`config.mk`:
```
export PLATFORM = sky130hd
export DESIGN_NAME = degenerate_base_match_scorer_flat
export DESIGN_NICKNAME = d
export VERILOG_FILES = /design/src/rtl/core/dbms_pkg.sv /design/src/rtl/core/dbms_channels.sv /design/src/rtl/core/dbms_grader.sv /design/src/rtl/core/dbms_tally.sv /design/src/rtl/core/dbms_score.sv /design/src/rtl/core/degenerate_base_match_scorer.sv /design/src/flat_wrapper.sv
export VERILOG_INCLUDE_DIRS = /design/src /design/src/rtl/core
export SDC_FILE = /design/constraint.sdc
export NUM_CORES = 2
export LEC_CHECK = 0
export BUFFER_PORTS_ARGS = -buffer_cell sky130_fd_sc_hd__buf_2
export CORE_AREA = 2 2 427 429
export DETAILED_ROUTE_END_ITERATION = 10
export DIE_AREA = 0 0 429 431
export PLACE_DENSITY_LB_ADDON = 0.25
export SKIP_LAST_GASP = 1
export SYNTH_ARGS = -nofsm -noshare
export SYNTH_HDL_FRONTEND = slang
export SYNTH_SLANG_ARGS = --single-unit
```
`constraint.sdc`:
```
create_clock -name clock -period 23.4 [get_ports clock]
set_clock_uncertainty 0.05 [all_clocks]
set_input_delay 2.34 -clock clock [delete_from_list [all_inputs] [get_ports clock]]
set_output_delay 2.34 -clock clock [all_outputs]
set_load 0.005 [all_outputs]
```
`src/rtl/core/assert_macros.svh`:
```
// ----------------------------------------------------------------------------
// assert_macros.svh
// Concurrent assertion shorthands used by the scorer top level.
// ----------------------------------------------------------------------------
`ifndef ASSERT_MACROS_SVH
`define ASSERT_MACROS_SVH

// check an expression on every rising clock edge outside reset
`define ASSERT_ALWAYS(lbl, clk, rst, expr) \
   lbl: assert property (@(posedge clk) disable iff (rst) (expr)) \
      else $error("assertion failed");

// check that an antecedent implies a consequent in the same cycle
`define ASSERT_IMPLY(lbl, clk, rst, ante, cons) \
   lbl: assert property (@(posedge clk) disable iff (rst) (ante) |-> (cons)) \
      else $error("assertion failed");

`endif

```
`src/rtl/core/dbms_pkg.sv`:
```
// ----------------------------------------------------------------------------
// dbms_pkg
// Shared constants, types and lookup functions of the degenerate base scorer.
// ----------------------------------------------------------------------------
package dbms_pkg;

   localparam int COUNT_WIDTH_DEF = 16;
   localparam int CSR_INDEX_W     = 3;
   localparam int CSR_DATA_W      = 10;
   localparam int WEIGHT_W        = 8;
   localparam int PERMILLE_W      = 10;
   localparam int LEN_W           = 16;
   localparam int PROD_W          = LEN_W + PERMILLE_W;
   localparam int CODE_W          = 4;
   localparam int SCORE_W         = 32;
   localparam int OUT_COUNT_W     = 16;

   localparam logic [PERMILLE_W-1:0] PERMILLE_MAX = 10'd1000;
   localparam int                    THOUSAND     = 1000;

   localparam logic [WEIGHT_W-1:0]   STRONG_WEIGHT_RST   = 8'd8;
   localparam logic [WEIGHT_W-1:0]   MEDIUM_WEIGHT_RST   = 8'd4;
   localparam logic [WEIGHT_W-1:0]   WEAK_WEIGHT_RST     = 8'd2;
   localparam logic [WEIGHT_W-1:0]   RUN_WEIGHT_MULT_RST = 8'd1;
   localparam logic [PERMILLE_W-1:0] BAIL_PERMILLE_RST   = 10'd1000;

   typedef enum logic [CSR_INDEX_W-1:0] {
      CSR_STRONG_WEIGHT   = 3'd0,
      CSR_MEDIUM_WEIGHT   = 3'd1,
      CSR_WEAK_WEIGHT     = 3'd2,
      CSR_RUN_WEIGHT_MULT = 3'd3,
      CSR_BAIL_PERMILLE   = 3'd4
   } csr_index_type;

   typedef enum logic [2:0] {
      GRADE_NONE      = 3'd0,
      GRADE_STRONG    = 3'd1,
      GRADE_MEDIUM    = 3'd2,
      GRADE_WEAK      = 3'd3,
      GRADE_VERY_WEAK = 3'd4
   } grade_type;

   typedef struct packed {
      logic valid;
      logic first;
      logic last;
   } item_ctrl_type;

   typedef struct packed {
      logic valid;
      logic bailed;
   } result_ctrl_type;

   // bit 0 A, bit 1 C, bit 2 G, bit 3 T
   localparam logic [3:0] BASE_SET [16] = '{
      4'b0000, 4'b0010, 4'b0100, 4'b1000,
      4'b0001, 4'b0101, 4'b1010, 4'b1100,
      4'b0011, 4'b0110, 4'b1001, 4'b1110,
      4'b1101, 4'b1011, 4'b0111, 4'b1111
   };

   localparam logic [CODE_W-1:0] CODE_NONE   = 4'd0;
   localparam logic [CODE_W-1:0] CODE_A      = 4'd4;
   localparam logic [CODE_W-1:0] CODE_W_LAST = 4'd10;
   localparam logic [CODE_W-1:0] CODE_N      = 4'd15;

   function automatic logic [CODE_W-1:0] letter_code(input logic [7:0] ch);
      logic [CODE_W-1:0] code;
      case (ch)
         "C":     code = 4'd1;
         "G":     code = 4'd2;
         "T":     code = 4'd3;
         "A":     code = 4'd4;
         "R":     code = 4'd5;
         "Y":     code = 4'd6;
         "K":     code = 4'd7;
         "M":     code = 4'd8;
         "S":     code = 4'd9;
         "W":     code = 4'd10;
         "B":     code = 4'd11;
         "D":     code = 4'd12;
         "H":     code = 4'd13;
         "V":     code = 4'd14;
         "N":     code = 4'd15;
         default: code = CODE_NONE;
      endcase
      return code;
   endfunction

   function automatic grade_type grade_pair(input logic [CODE_W-1:0] ca,
                                            input logic [CODE_W-1:0] cb);
      grade_type g;
      if (ca == CODE_N) begin
         g = GRADE_VERY_WEAK;
      end else if (ca == CODE_NONE || (BASE_SET[ca] & BASE_SET[cb]) == 4'b0000) begin
         g = GRADE_NONE;
      end else if (ca <= CODE_A) begin
         g = GRADE_STRONG;
      end else if (ca <= CODE_W_LAST) begin
         g = GRADE_MEDIUM;
      end else begin
         g = GRADE_WEAK;
      end
      return g;
   endfunction

endpackage

```
`src/rtl/core/dbms_channels.sv`:
```
// ----------------------------------------------------------------------------
// dbms_channels
// Valid/ready channel interfaces for base pairs in and scores out.
// ----------------------------------------------------------------------------
interface dbms_req_if;
   logic        valid;
   logic        ready;
   logic [7:0]  base_a;
   logic [7:0]  base_b;
   logic [15:0] compare_length;
   logic        last_pair;

   modport source (output valid, base_a, base_b, compare_length, last_pair,
                   input ready);
   modport sink (input valid, base_a, base_b, compare_length, last_pair,
                 output ready);
endinterface

interface dbms_rsp_if;
   logic        valid;
   logic        ready;
   logic [31:0] match_score;
   logic [15:0] strong_count;
   logic [15:0] medium_count;
   logic [15:0] weak_count;
   logic [15:0] very_weak_count;
   logic [15:0] mismatch_count;
   logic        bailed;

   modport source (output valid, match_score, strong_count, medium_count,
                   weak_count, very_weak_count, mismatch_count, bailed,
                   input ready);
   modport sink (input valid, match_score, strong_count, medium_count,
                 weak_count, very_weak_count, mismatch_count, bailed,
                 output ready);
endinterface

```
`src/rtl/core/dbms_grader.sv`:
```
// ----------------------------------------------------------------------------
// dbms_grader
// Input register, pair grading and scaled mismatch limit product.
// ----------------------------------------------------------------------------
module dbms_grader (
   input  logic                                    clock,
   input  logic                                    reset,
   input  logic                                    en,
   input  logic                                    in_valid,
   input  logic [7:0]                              base_a,
   input  logic [7:0]                              base_b,
   input  logic [dbms_pkg::LEN_W-1:0]              compare_length,
   input  logic                                    last_pair,
   input  logic [dbms_pkg::PERMILLE_W-1:0]         bail_permille,
   output dbms_pkg::item_ctrl_type                 out_ctrl,
   output dbms_pkg::grade_type                     out_grade,
   output logic [dbms_pkg::PROD_W-1:0]             out_prod
);

   logic                               open_ff;
   dbms_pkg::item_ctrl_type            s1_ctrl_ff;
   logic [7:0]                         s1_a_ff;
   logic [7:0]                         s1_b_ff;
   logic [dbms_pkg::LEN_W-1:0]         s1_len_ff;
   dbms_pkg::item_ctrl_type            s2_ctrl_ff;
   dbms_pkg::grade_type                s2_grade_ff;
   dbms_pkg::grade_type                s2_grade_in;
   logic [dbms_pkg::PROD_W-1:0]        s2_prod_ff;
   logic [dbms_pkg::PROD_W-1:0]        s2_prod_in;
   logic [dbms_pkg::PERMILLE_W-1:0]    pm_clamped;

   always_comb begin
      pm_clamped = (bail_permille > dbms_pkg::PERMILLE_MAX) ? dbms_pkg::PERMILLE_MAX
                                                            : bail_permille;
      s2_prod_in = dbms_pkg::PROD_W'(s1_len_ff) * dbms_pkg::PROD_W'(pm_clamped);
      s2_grade_in = dbms_pkg::grade_pair(dbms_pkg::letter_code(s1_a_ff),
                                         dbms_pkg::letter_code(s1_b_ff));
   end

   always_ff @(posedge clock) begin
      if (reset) begin
         open_ff    <= 1'b0;
         s1_ctrl_ff <= '0;
         s2_ctrl_ff <= '0;
      end else if (en) begin
         s1_ctrl_ff.valid <= in_valid;
         s1_ctrl_ff.first <= !open_ff;
         s1_ctrl_ff.last  <= last_pair;
         if (in_valid) begin
            open_ff <= !last_pair;
         end
         s2_ctrl_ff <= s1_ctrl_ff;
      end
   end

   always_ff @(posedge clock) begin
      if (en) begin
         if (in_valid) begin
            s1_a_ff   <= base_a;
            s1_b_ff   <= base_b;
            s1_len_ff <= compare_length;
         end
         s2_grade_ff <= s2_grade_in;
         s2_prod_ff  <= s2_prod_in;
      end
   end

   assign out_ctrl  = s2_ctrl_ff;
   assign out_grade = s2_grade_ff;
   assign out_prod  = s2_prod_ff;

endmodule

```
`src/rtl/core/dbms_tally.sv`:
```
// ----------------------------------------------------------------------------
// dbms_tally
// Grade tallies, run weight, mismatch limit check and end-of-pair capture.
// ----------------------------------------------------------------------------
module dbms_tally #(
   parameter int COUNT_WIDTH = dbms_pkg::COUNT_WIDTH_DEF
) (
   input  logic                                clock,
   input  logic                                reset,
   input  logic                                en,
   input  dbms_pkg::item_ctrl_type             in_ctrl,
   input  dbms_pkg::grade_type                 in_grade,
   input  logic [dbms_pkg::PROD_W-1:0]         in_prod,
   input  logic [dbms_pkg::WEIGHT_W-1:0]       run_weight_mult,
   output dbms_pkg::result_ctrl_type           res_ctrl,
   output logic [COUNT_WIDTH-1:0]              res_strong,
   output logic [COUNT_WIDTH-1:0]              res_medium,
   output logic [COUNT_WIDTH-1:0]              res_weak,
   output logic [COUNT_WIDTH-1:0]              res_very_weak,
   output logic [COUNT_WIDTH-1:0]              res_mismatch,
   output logic [dbms_pkg::SCORE_W-1:0]        res_run_weight
);

   localparam int CW   = COUNT_WIDTH;
   localparam int TW   = CW + 10;
   localparam int CMPW = (TW > dbms_pkg::PROD_W) ? TW : dbms_pkg::PROD_W;
   localparam int MW   = CW + dbms_pkg::WEIGHT_W;
   localparam int FW   = ((MW + 1 > dbms_pkg::SCORE_W) ? MW + 1 : dbms_pkg::SCORE_W) + 1;

   function automatic logic [CW-1:0] bump(input logic [CW-1:0] v);
      return (v == {CW{1'b1}}) ? v : v + 1'b1;
   endfunction

   logic [CW-1:0]                     strong_ff, strong_in, old_strong;
   logic [CW-1:0]                     medium_ff, medium_in, old_medium;
   logic [CW-1:0]                     weak_ff, weak_in, old_weak;
   logic [CW-1:0]                     vweak_ff, vweak_in, old_vweak;
   logic [CW-1:0]                     mism_ff, mism_in, old_mism;
   logic [CW-1:0]                     run_ff, run_in, old_run;
   logic [TW-1:0]                     thr_ff, thr_in, old_thr;
   logic [dbms_pkg::SCORE_W-1:0]      acc_ff, acc_in, old_acc;
   logic [dbms_pkg::PROD_W-1:0]       limit_ff, limit;
   logic                              stop_ff, stop_in, old_stop;
   logic [CW-1:0]                     fold_len;
   logic [MW-1:0]                     fold_prod;
   logic [FW-1:0]                     fold_sum;

   dbms_pkg::result_ctrl_type         res_ctrl_ff;
   logic [CW-1:0]                     res_strong_ff, res_medium_ff, res_weak_ff;
   logic [CW-1:0]                     res_vweak_ff, res_mism_ff;
   logic [dbms_pkg::SCORE_W-1:0]      res_acc_ff;

   always_comb begin
      old_strong = in_ctrl.first ? '0 : strong_ff;
      old_medium = in_ctrl.first ? '0 : medium_ff;
      old_weak   = in_ctrl.first ? '0 : weak_ff;
      old_vweak  = in_ctrl.first ? '0 : vweak_ff;
      old_mism   = in_ctrl.first ? '0 : mism_ff;
      old_run    = in_ctrl.first ? '0 : run_ff;
      old_acc    = in_ctrl.first ? '0 : acc_ff;
      old_stop   = in_ctrl.first ? 1'b0 : stop_ff;
      old_thr    = in_ctrl.first ? TW'(dbms_pkg::THOUSAND) : thr_ff;
      limit      = in_ctrl.first ? in_prod : limit_ff;

      strong_in = old_strong;
      medium_in = old_medium;
      weak_in   = old_weak;
      vweak_in  = old_vweak;
      mism_in   = old_mism;
      run_in    = old_run;
      thr_in    = old_thr;
      stop_in   = old_stop;
      fold_len  = '0;

      if (!old_stop) begin
         case (in_grade)
            dbms_pkg::GRADE_STRONG:    strong_in = bump(old_strong);
            dbms_pkg::GRADE_MEDIUM:    medium_in = bump(old_medium);
            dbms_pkg::GRADE_WEAK:      weak_in   = bump(old_weak);
            dbms_pkg::GRADE_VERY_WEAK: vweak_in  = bump(old_vweak);
            default:                   ;
         endcase
         if (in_grade == dbms_pkg::GRADE_NONE) begin
            fold_len = old_run;
            run_in   = '0;
            mism_in  = bump(old_mism);
            thr_in   = (old_mism == {CW{1'b1}}) ? old_thr
                                                : old_thr + TW'(dbms_pkg::THOUSAND);
            stop_in  = CMPW'(thr_in) > CMPW'(limit);
         end else begin
            run_in   = bump(old_run);
            fold_len = in_ctrl.last ? run_in : '0;
         end
      end

      fold_prod = MW'(fold_len) * MW'(run_weight_mult);
      fold_sum  = FW'(old_acc) + FW'({fold_prod, 1'b0});
      acc_in    = (fold_sum > FW'({dbms_pkg::SCORE_W{1'b1}})) ? '1
                                                              : fold_sum[dbms_pkg::SCORE_W-1:0];
   end

   always_ff @(posedge clock) begin
      if (reset) begin
         stop_ff     <= 1'b0;
         res_ctrl_ff <= '0;
      end else if (en) begin
         if (in_ctrl.valid) begin
            stop_ff <= stop_in;
         end
         res_ctrl_ff.valid  <= in_ctrl.valid && in_ctrl.last;
         res_ctrl_ff.bailed <= stop_in;
      end
   end

   always_ff @(posedge clock) begin
      if (en && in_ctrl.valid) begin
         strong_ff <= strong_in;
         medium_ff <= medium_in;
         weak_ff   <= weak_in;
         vweak_ff  <= vweak_in;
         mism_ff   <= mism_in;
         run_ff    <= run_in;
         thr_ff    <= thr_in;
         acc_ff    <= acc_in;
         limit_ff  <= limit;
         if (in_ctrl.last) begin
            res_strong_ff <= strong_in;
            res_medium_ff <= medium_in;
            res_weak_ff   <= weak_in;
            res_vweak_ff  <= vweak_in;
            res_mism_ff   <= mism_in;
            res_acc_ff    <= acc_in;
         end
      end
   end

   assign res_ctrl       = res_ctrl_ff;
   assign res_strong     = res_strong_ff;
   assign res_medium     = res_medium_ff;
   assign res_weak       = res_weak_ff;
   assign res_very_weak  = res_vweak_ff;
   assign res_mismatch   = res_mism_ff;
   assign res_run_weight = res_acc_ff;

endmodule

```
`src/rtl/core/dbms_score.sv`:
```
// ----------------------------------------------------------------------------
// dbms_score
// Weighted score products, final sum with rejection rule, output register.
// ----------------------------------------------------------------------------
module dbms_score #(
   parameter int COUNT_WIDTH = dbms_pkg::COUNT_WIDTH_DEF
) (
   input  logic                                   clock,
   input  logic                                   reset,
   input  logic                                   en,
   input  dbms_pkg::result_ctrl_type              res_ctrl,
   input  logic [COUNT_WIDTH-1:0]                 res_strong,
   input  logic [COUNT_WIDTH-1:0]                 res_medium,
   input  logic [COUNT_WIDTH-1:0]                 res_weak,
   input  logic [COUNT_WIDTH-1:0]                 res_very_weak,
   input  logic [COUNT_WIDTH-1:0]                 res_mismatch,
   input  logic [dbms_pkg::SCORE_W-1:0]           res_run_weight,
   input  logic [dbms_pkg::WEIGHT_W-1:0]          strong_weight,
   input  logic [dbms_pkg::WEIGHT_W-1:0]          medium_weight,
   input  logic [dbms_pkg::WEIGHT_W-1:0]          weak_weight,
   output logic                                   out_valid,
   output logic [dbms_pkg::SCORE_W-1:0]           match_score,
   output logic [dbms_pkg::OUT_COUNT_W-1:0]       strong_count,
   output logic [dbms_pkg::OUT_COUNT_W-1:0]       medium_count,
   output logic [dbms_pkg::OUT_COUNT_W-1:0]       weak_count,
   output logic [dbms_pkg::OUT_COUNT_W-1:0]       very_weak_count,
   output logic [dbms_pkg::OUT_COUNT_W-1:0]       mismatch_count,
   output logic                                   bailed
);

   localparam int CW  = COUNT_WIDTH;
   localparam int PW  = CW + dbms_pkg::WEIGHT_W;
   localparam int SW  = ((PW > dbms_pkg::SCORE_W) ? PW : dbms_pkg::SCORE_W) + 3;
   localparam int OCW = dbms_pkg::OUT_COUNT_W;

   dbms_pkg::result_ctrl_type      b_ctrl_ff;
   logic [PW-1:0]                  b_ps_ff, b_pm_ff, b_pw_ff;
   logic [CW-1:0]                  b_vweak_ff;
   logic [dbms_pkg::SCORE_W-1:0]   b_acc_ff;
   logic                           b_keep_ff, b_keep_in;
   logic [OCW-1:0]                 b_strong_ff, b_medium_ff, b_weak_ff, b_vw_out_ff, b_mism_ff;
   logic [SW-1:0]                  sum;
   logic [dbms_pkg::SCORE_W-1:0]   score_in;

   logic                           valid_ff;
   logic [dbms_pkg::SCORE_W-1:0]   score_ff;
   logic [OCW-1:0]                 strong_ff, medium_ff, weak_ff, vweak_ff, mism_ff;
   logic                           bailed_ff;

   always_comb begin
      b_keep_in = (res_strong != '0) &&
                  ((CW + 2)'(res_very_weak) <= (CW + 2)'(res_strong) + (CW + 2)'(res_medium)
                                               + (CW + 2)'(res_weak));
      sum = SW'(b_acc_ff) + SW'(b_ps_ff) + SW'(b_pm_ff) + SW'(b_pw_ff) + SW'(b_vweak_ff);
      if (!b_keep_ff) begin
         score_in = '0;
      end else if (sum > SW'({dbms_pkg::SCORE_W{1'b1}})) begin
         score_in = '1;
      end else begin
         score_in = sum[dbms_pkg::SCORE_W-1:0];
      end
   end

   always_ff @(posedge clock) begin
      if (reset) begin
         b_ctrl_ff <= '0;
         valid_ff  <= 1'b0;
      end else if (en) begin
         b_ctrl_ff <= res_ctrl;
         valid_ff  <= b_ctrl_ff.valid;
      end
   end

   always_ff @(posedge clock) begin
      if (en) begin
         if (res_ctrl.valid) begin
            b_ps_ff     <= PW'(res_strong) * PW'(strong_weight);
            b_pm_ff     <= PW'(res_medium) * PW'(medium_weight);
            b_pw_ff     <= PW'(res_weak) * PW'(weak_weight);
            b_vweak_ff  <= res_very_weak;
            b_acc_ff    <= res_run_weight;
            b_keep_ff   <= b_keep_in;
            b_strong_ff <= OCW'(res_strong);
            b_medium_ff <= OCW'(res_medium);
            b_weak_ff   <= OCW'(res_weak);
            b_vw_out_ff <= OCW'(res_very_weak);
            b_mism_ff   <= OCW'(res_mismatch);
         end
         if (b_ctrl_ff.valid) begin
            score_ff  <= score_in;
            strong_ff <= b_strong_ff;
            medium_ff <= b_medium_ff;
            weak_ff   <= b_weak_ff;
            vweak_ff  <= b_vw_out_ff;
            mism_ff   <= b_mism_ff;
            bailed_ff <= b_ctrl_ff.bailed;
         end
      end
   end

   assign out_valid       = valid_ff;
   assign match_score     = score_ff;
   assign strong_count    = strong_ff;
   assign medium_count    = medium_ff;
   assign weak_count      = weak_ff;
   assign very_weak_count = vweak_ff;
   assign mismatch_count  = mism_ff;
   assign bailed          = bailed_ff;

endmodule

```
`src/rtl/core/degenerate_base_match_scorer.sv`:
```
// ----------------------------------------------------------------------------
// degenerate_base_match_scorer
// A result becomes valid only after a last pair is accepted.
// Throughput: one item per cycle; the pipeline stalls only on a held result.
// Reset: clears all stage valids and the open-comparison flag; the five
// weight and limit registers return to their defaults.
// ----------------------------------------------------------------------------
`include "assert_macros.svh"

module degenerate_base_match_scorer #(
   parameter int COUNT_WIDTH = dbms_pkg::COUNT_WIDTH_DEF
) (
   input  logic                                clock,
   input  logic                                reset,
   dbms_req_if.sink                            req_ch,
   dbms_rsp_if.source                          rsp_ch,
   input  logic                                csr_write_en,
   input  logic [dbms_pkg::CSR_INDEX_W-1:0]    csr_index,
   input  logic [dbms_pkg::CSR_DATA_W-1:0]     csr_wdata
);

   logic [dbms_pkg::WEIGHT_W-1:0]     strong_weight_ff;
   logic [dbms_pkg::WEIGHT_W-1:0]     medium_weight_ff;
   logic [dbms_pkg::WEIGHT_W-1:0]     weak_weight_ff;
   logic [dbms_pkg::WEIGHT_W-1:0]     run_mult_ff;
   logic [dbms_pkg::PERMILLE_W-1:0]   bail_permille_ff;

   logic                              pipe_en;
   dbms_pkg::item_ctrl_type           g_ctrl;
   dbms_pkg::grade_type               g_grade;
   logic [dbms_pkg::PROD_W-1:0]       g_prod;
   dbms_pkg::result_ctrl_type         t_ctrl;
   logic [COUNT_WIDTH-1:0]            t_strong, t_medium, t_weak, t_vweak, t_mism;
   logic [dbms_pkg::SCORE_W-1:0]      t_run_weight;

   always_ff @(posedge clock) begin
      if (reset) begin
         strong_weight_ff <= dbms_pkg::STRONG_WEIGHT_RST;
         medium_weight_ff <= dbms_pkg::MEDIUM_WEIGHT_RST;
         weak_weight_ff   <= dbms_pkg::WEAK_WEIGHT_RST;
         run_mult_ff      <= dbms_pkg::RUN_WEIGHT_MULT_RST;
         bail_permille_ff <= dbms_pkg::BAIL_PERMILLE_RST;
      end else if (csr_write_en) begin
         case (dbms_pkg::csr_index_type'(csr_index))
            dbms_pkg::CSR_STRONG_WEIGHT:   strong_weight_ff <= csr_wdata[7:0];
            dbms_pkg::CSR_MEDIUM_WEIGHT:   medium_weight_ff <= csr_wdata[7:0];
            dbms_pkg::CSR_WEAK_WEIGHT:     weak_weight_ff   <= csr_wdata[7:0];
            dbms_pkg::CSR_RUN_WEIGHT_MULT: run_mult_ff      <= csr_wdata[7:0];
            dbms_pkg::CSR_BAIL_PERMILLE:   bail_permille_ff <= csr_wdata;
            default:                       ;
         endcase
      end
   end

   // advance every stage unless a result is held at the output
   assign pipe_en      = !rsp_ch.valid || rsp_ch.ready;
   assign req_ch.ready = pipe_en;

   dbms_grader u_grader (
      .clock          (clock),
      .reset          (reset),
      .en             (pipe_en),
      .in_valid       (req_ch.valid),
      .base_a         (req_ch.base_a),
      .base_b         (req_ch.base_b),
      .compare_length (req_ch.compare_length),
      .last_pair      (req_ch.last_pair),
      .bail_permille  (bail_permille_ff),
      .out_ctrl       (g_ctrl),
      .out_grade      (g_grade),
      .out_prod       (g_prod)
   );

   dbms_tally #(
      .COUNT_WIDTH (COUNT_WIDTH)
   ) u_tally (
      .clock           (clock),
      .reset           (reset),
      .en              (pipe_en),
      .in_ctrl         (g_ctrl),
      .in_grade        (g_grade),
      .in_prod         (g_prod),
      .run_weight_mult (run_mult_ff),
      .res_ctrl        (t_ctrl),
      .res_strong      (t_strong),
      .res_medium      (t_medium),
      .res_weak        (t_weak),
      .res_very_weak   (t_vweak),
      .res_mismatch    (t_mism),
      .res_run_weight  (t_run_weight)
   );

   dbms_score #(
      .COUNT_WIDTH (COUNT_WIDTH)
   ) u_score (
      .clock           (clock),
      .reset           (reset),
      .en              (pipe_en),
      .res_ctrl        (t_ctrl),
      .res_strong      (t_strong),
      .res_medium      (t_medium),
      .res_weak        (t_weak),
      .res_very_weak   (t_vweak),
      .res_mismatch    (t_mism),
      .res_run_weight  (t_run_weight),
      .strong_weight   (strong_weight_ff),
      .medium_weight   (medium_weight_ff),
      .weak_weight     (weak_weight_ff),
      .out_valid       (rsp_ch.valid),
      .match_score     (rsp_ch.match_score),
      .strong_count    (rsp_ch.strong_count),
      .medium_count    (rsp_ch.medium_count),
      .weak_count      (rsp_ch.weak_count),
      .very_weak_count (rsp_ch.very_weak_count),
      .mismatch_count  (rsp_ch.mismatch_count),
      .bailed          (rsp_ch.bailed)
   );

   `ASSERT_IMPLY(a_bail_has_mismatch, clock, reset, rsp_ch.valid && rsp_ch.bailed,
                 rsp_ch.mismatch_count != 16'd0)
   `ASSERT_IMPLY(a_result_needs_advance, clock, reset, $rose(rsp_ch.valid), $past(pipe_en))
   `ASSERT_ALWAYS(a_tally_bail_nonzero, clock, reset,
                  !(t_ctrl.valid && t_ctrl.bailed) || (t_mism != '0))

endmodule

```
`src/flat_wrapper.sv`:
```
// flat-port wrapper written by rule: the top's interface ports become plain ports
module degenerate_base_match_scorer_flat 
#(
   parameter int COUNT_WIDTH = dbms_pkg::COUNT_WIDTH_DEF
)
  (clock, reset, csr_write_en, csr_index, csr_wdata, req_ch_valid, req_ch_base_a, req_ch_base_b, req_ch_compare_length, req_ch_last_pair, req_ch_ready, rsp_ch_valid, rsp_ch_match_score, rsp_ch_strong_count, rsp_ch_medium_count, rsp_ch_weak_count, rsp_ch_very_weak_count, rsp_ch_mismatch_count, rsp_ch_bailed, rsp_ch_ready);
  dbms_req_if req_ch_i ();
  dbms_rsp_if rsp_ch_i ();
  input  logic clock;
  input  logic reset;
  input  logic csr_write_en;
  input  logic [dbms_pkg::CSR_INDEX_W-1:0] csr_index;
  input  logic [dbms_pkg::CSR_DATA_W-1:0] csr_wdata;
  input wire logic [$bits(req_ch_i.valid)-1:0] req_ch_valid;
  input wire logic [$bits(req_ch_i.base_a)-1:0] req_ch_base_a;
  input wire logic [$bits(req_ch_i.base_b)-1:0] req_ch_base_b;
  input wire logic [$bits(req_ch_i.compare_length)-1:0] req_ch_compare_length;
  input wire logic [$bits(req_ch_i.last_pair)-1:0] req_ch_last_pair;
  output wire logic [$bits(req_ch_i.ready)-1:0] req_ch_ready;
  output wire logic [$bits(rsp_ch_i.valid)-1:0] rsp_ch_valid;
  output wire logic [$bits(rsp_ch_i.match_score)-1:0] rsp_ch_match_score;
  output wire logic [$bits(rsp_ch_i.strong_count)-1:0] rsp_ch_strong_count;
  output wire logic [$bits(rsp_ch_i.medium_count)-1:0] rsp_ch_medium_count;
  output wire logic [$bits(rsp_ch_i.weak_count)-1:0] rsp_ch_weak_count;
  output wire logic [$bits(rsp_ch_i.very_weak_count)-1:0] rsp_ch_very_weak_count;
  output wire logic [$bits(rsp_ch_i.mismatch_count)-1:0] rsp_ch_mismatch_count;
  output wire logic [$bits(rsp_ch_i.bailed)-1:0] rsp_ch_bailed;
  input wire logic [$bits(rsp_ch_i.ready)-1:0] rsp_ch_ready;
  assign req_ch_i.valid = req_ch_valid;
  assign req_ch_i.base_a = req_ch_base_a;
  assign req_ch_i.base_b = req_ch_base_b;
  assign req_ch_i.compare_length = req_ch_compare_length;
  assign req_ch_i.last_pair = req_ch_last_pair;
  assign req_ch_ready = req_ch_i.ready;
  assign rsp_ch_valid = rsp_ch_i.valid;
  assign rsp_ch_match_score = rsp_ch_i.match_score;
  assign rsp_ch_strong_count = rsp_ch_i.strong_count;
  assign rsp_ch_medium_count = rsp_ch_i.medium_count;
  assign rsp_ch_weak_count = rsp_ch_i.weak_count;
  assign rsp_ch_very_weak_count = rsp_ch_i.very_weak_count;
  assign rsp_ch_mismatch_count = rsp_ch_i.mismatch_count;
  assign rsp_ch_bailed = rsp_ch_i.bailed;
  assign rsp_ch_i.ready = rsp_ch_ready;
  degenerate_base_match_scorer #(.COUNT_WIDTH(COUNT_WIDTH)) u_core (.clock(clock), .reset(reset), .req_ch(req_ch_i), .rsp_ch(rsp_ch_i), .csr_write_en(csr_write_en), .csr_index(csr_index), .csr_wdata(csr_wdata));
endmodule
```
==> impl_metrics.json <==
{
  "fmax_mhz": 95.8,
  "synth_nets": 5874,
  "worstPathRequired_ns": 23.71,
  "p_sw_mw": 1.25,
  "cpLargestDelayFamily": "compound AO/OA/AOI/OAI gates",
  "dpl.hpwl_um": 112000,
  "portBuffers": 165,
  "grtUsageTotal": 0.160,
  "fill_cells": 18100,
  "placed_cell_area_um2": 57200,
  "die_width_um": 429,
  "initial_core_util": 0.298,
  "die_h_um": 431,
  "overflow": 0,
  "seq_power_share": 0.380,
  "cp_max_fo": 28,
  "cts_setup_buffers": 0,
  "numCtsBuffers": 85,
  "hold_slack_ns": 0.363,
  "fin_area_um2": 60100,
  "switching_share": 0.315,
  "fin_crit_sh": 0.446,
  "gp_congestion": 0.850,
  "slew_headroom": 0.213,
  "postCtsHoldBufs": 0,
  "tritoncts": "done",
  "rsz0062_at_grt": "false",
  "nets": 6009,
  "max_slew.worst_pin.slew_ns": 1.17,
  "clk_latency_ns": 0.73,
  "drive_above_1_share": 0.0796,
  "synthCells": 4932,
  "pwr-share-comb": 0.276,
  "hold_viol": 0,
  "wl_per_cell_um": 19.7,
  "final_common_cell": "edfxtp_1",
  "max_stage_delay_ns": 0.90,
  "grt_max_degree": 126,
  "outcome": "complete, no violations",
  "synthArstFlopShare": 0,
  "layout_common_cells": "edfxtp_1 (651), nand2_1 (606), inv_1 (534)",
  "vias": 36200,
  "critPathCaptureType": "register",
  "fin_tns_setup_ns": 0,
  "cts-root-buf": "clkbuf_16",
  "hp-class": "register to register",
  "pwr-share-clk": 0.344,
  "firstDrtPassIters": 5,
  "path_clk_slew_ns": 0.06,
  "p_leak_nw": 24.8,
  "regArea_um2": 20700,
  "synth_edf_count": 651,
  "cp_slowest_cell": "nand2b_1",
  "cts-resized-gates": 0,
  "row_count": 156,
  "cpMostUsedCell": "inv_1",
  "die-area_um2": 185000,
  "htree_levels": 3,
  "cap_violations": 0,
  "path_buf_inv": 5,
  "ir_drop_uv": 84.7,
  "cts_sinks": 706,
  "postRouteAntennaNets": 0,
  "power_density_nw_per_um2": 66.1,
  "io_pins": 166,
  "internal_power_mw": 2.72,
  "core_area_um2": 180000,
  "ys_ff_latch": 706,
  "setup_violations": 0,
  "antenna_found_initial": 5,
  "yosysUniqueCellTypes": 101,
  "critPathLaunchType": "register",
  "seq_area_frac_synth": 0.384,
  "ys_warn_count": 0,
  "cp.arrival_ns": 10.75,
  "syn-cell-area_um2": 53800,
  "viasPerCell": 4.82,
  "grt_pass1_wl_um": 228000,
  "drt_iter0_drc": 2252,
  "syn_avg_cell_area_um2": 10.9,
  "ys.flop_type": "edfxtp_1",
  "post-route-util": 0.334,
  "syn_to_final_growth_pct": 11.8,
  "drc": 0,
  "drv_slew": 0,
  "path_class": "register to register",
  "wirelength_um": 148000,
  "fin_crit_ns": 10.44,
  "grt_pass1_vias": 37600,
  "multi_input_area_um2": 30400,
  "clockBufferDepth": 3
}
-- cell usage after synthesis (all sizes together) (97+ instances only) --
cell type / number / area share
inv: 537 / 0.037
clkbuf: 134 / 0.0094
a21oi: 199 / 0.019
edfxtp: 651 / 0.36
nor2b: 97 / 0.011
ha: 364 / 0.085
nor2: 245 / 0.017
xnor2: 145 / 0.024
fa: 527 / 0.20
nand2: 607 / 0.042
o21ai: 125 / 0.012
and2: 338 / 0.039
-- flip-flops by register name, summed over array words and instances (netlist names), 24 cells and up --
| name | count |
|---|---|
| u_core.u_grader.out_prod | 26 |
| u_core.u_score.b_acc_ff | 32 |
| u_core.u_score.b_pm_ff | 24 |
| u_core.u_score.b_ps_ff | 24 |
| u_core.u_score.b_pw_ff | 24 |
| u_core.u_score.match_score | 32 |
| u_core.u_tally.acc_ff | 32 |
| u_core.u_tally.limit_ff | 26 |
| u_core.u_tally.res_run_weight | 32 |
| u_core.u_tally.thr_ff | 26 |
-- per-layer routing --
metal	vias to the layer above	track usage	share of wire
li1	17000	-	-
met1	18100	0.209	0.44
met2	833	0.272	0.48
met3	227	0.0215	0.041
met4	0	0.0588	0.035
met5	-	0	0
-- final cells by class --
cell class                 instances  share of cell area
antenna                            3            0.000125
clock buffer                      95              0.0360
clock inverter                    61              0.0114
inverter                         537              0.0337
multi-input combinational       3528               0.507
sequential                       706               0.344
tap                             2370              0.0493
timing repair buffer             209              0.0192
-- power groups by stage --
stage,registers [mW],logic (mW),clock network [mW]
final,1.51,1.10,1.37
after global routing,1.52,1.26,1.46
after CTS,1.51,1.12,1.42
after detailed placement,1.54,1.11,0
after global placement,1.54,1.10,0
after floorplan,1.51,0.851,0
-- through the flow --
stage               cells  worst slack [ns]  power, mW
floorplan            4932             14.74       2.36
global placement     7350             13.10       2.64
detailed placement   7350             13.05       2.65
CTS                  7506             12.96       4.05
global route         7506             12.09       4.23
finish               7509             12.96       3.97
-- logic make-up (layout without fill, tap and decap cells) --
family	count (synthesis)	after routing	synth area share
buffers and inverters	698	902	0.0497
xor gates and xnor gates	239	239	0.0389
muxes	35	35	0.00668
and+or+nand+nor	1698	1698	0.158
AOI/OAI and AO/OA	663	663	0.0812
DFF	706	706	0.384
other	0	3	0
adders and majority gates	893	893	0.281
-- path summary, 6_finish.rpt --
kind	start	endpoint	slack (ns)	depth (start not counted)
worst max register to register	u_core.u_grader.out_ctrl[1]$_SDFFE_PP0N_	u_core.u_tally.res_run_weight[4]$_DFFE_PP_	12.96	36
worst min-delay path	u_core.u_score.b_weak_ff[3]$_DFFE_PP_	u_core.u_score.weak_count[3]$_DFFE_PP_	0.36	0
worst max-delay path	u_core.u_grader.out_ctrl[1]$_SDFFE_PP0N_	u_core.u_tally.res_run_weight[4]$_DFFE_PP_	12.96	36
worst min register to register	u_core.u_score.b_weak_ff[3]$_DFFE_PP_	u_core.u_score.weak_count[3]$_DFFE_PP_	0.36	0
No activity file was read; power rests on OpenSTA's default activity.
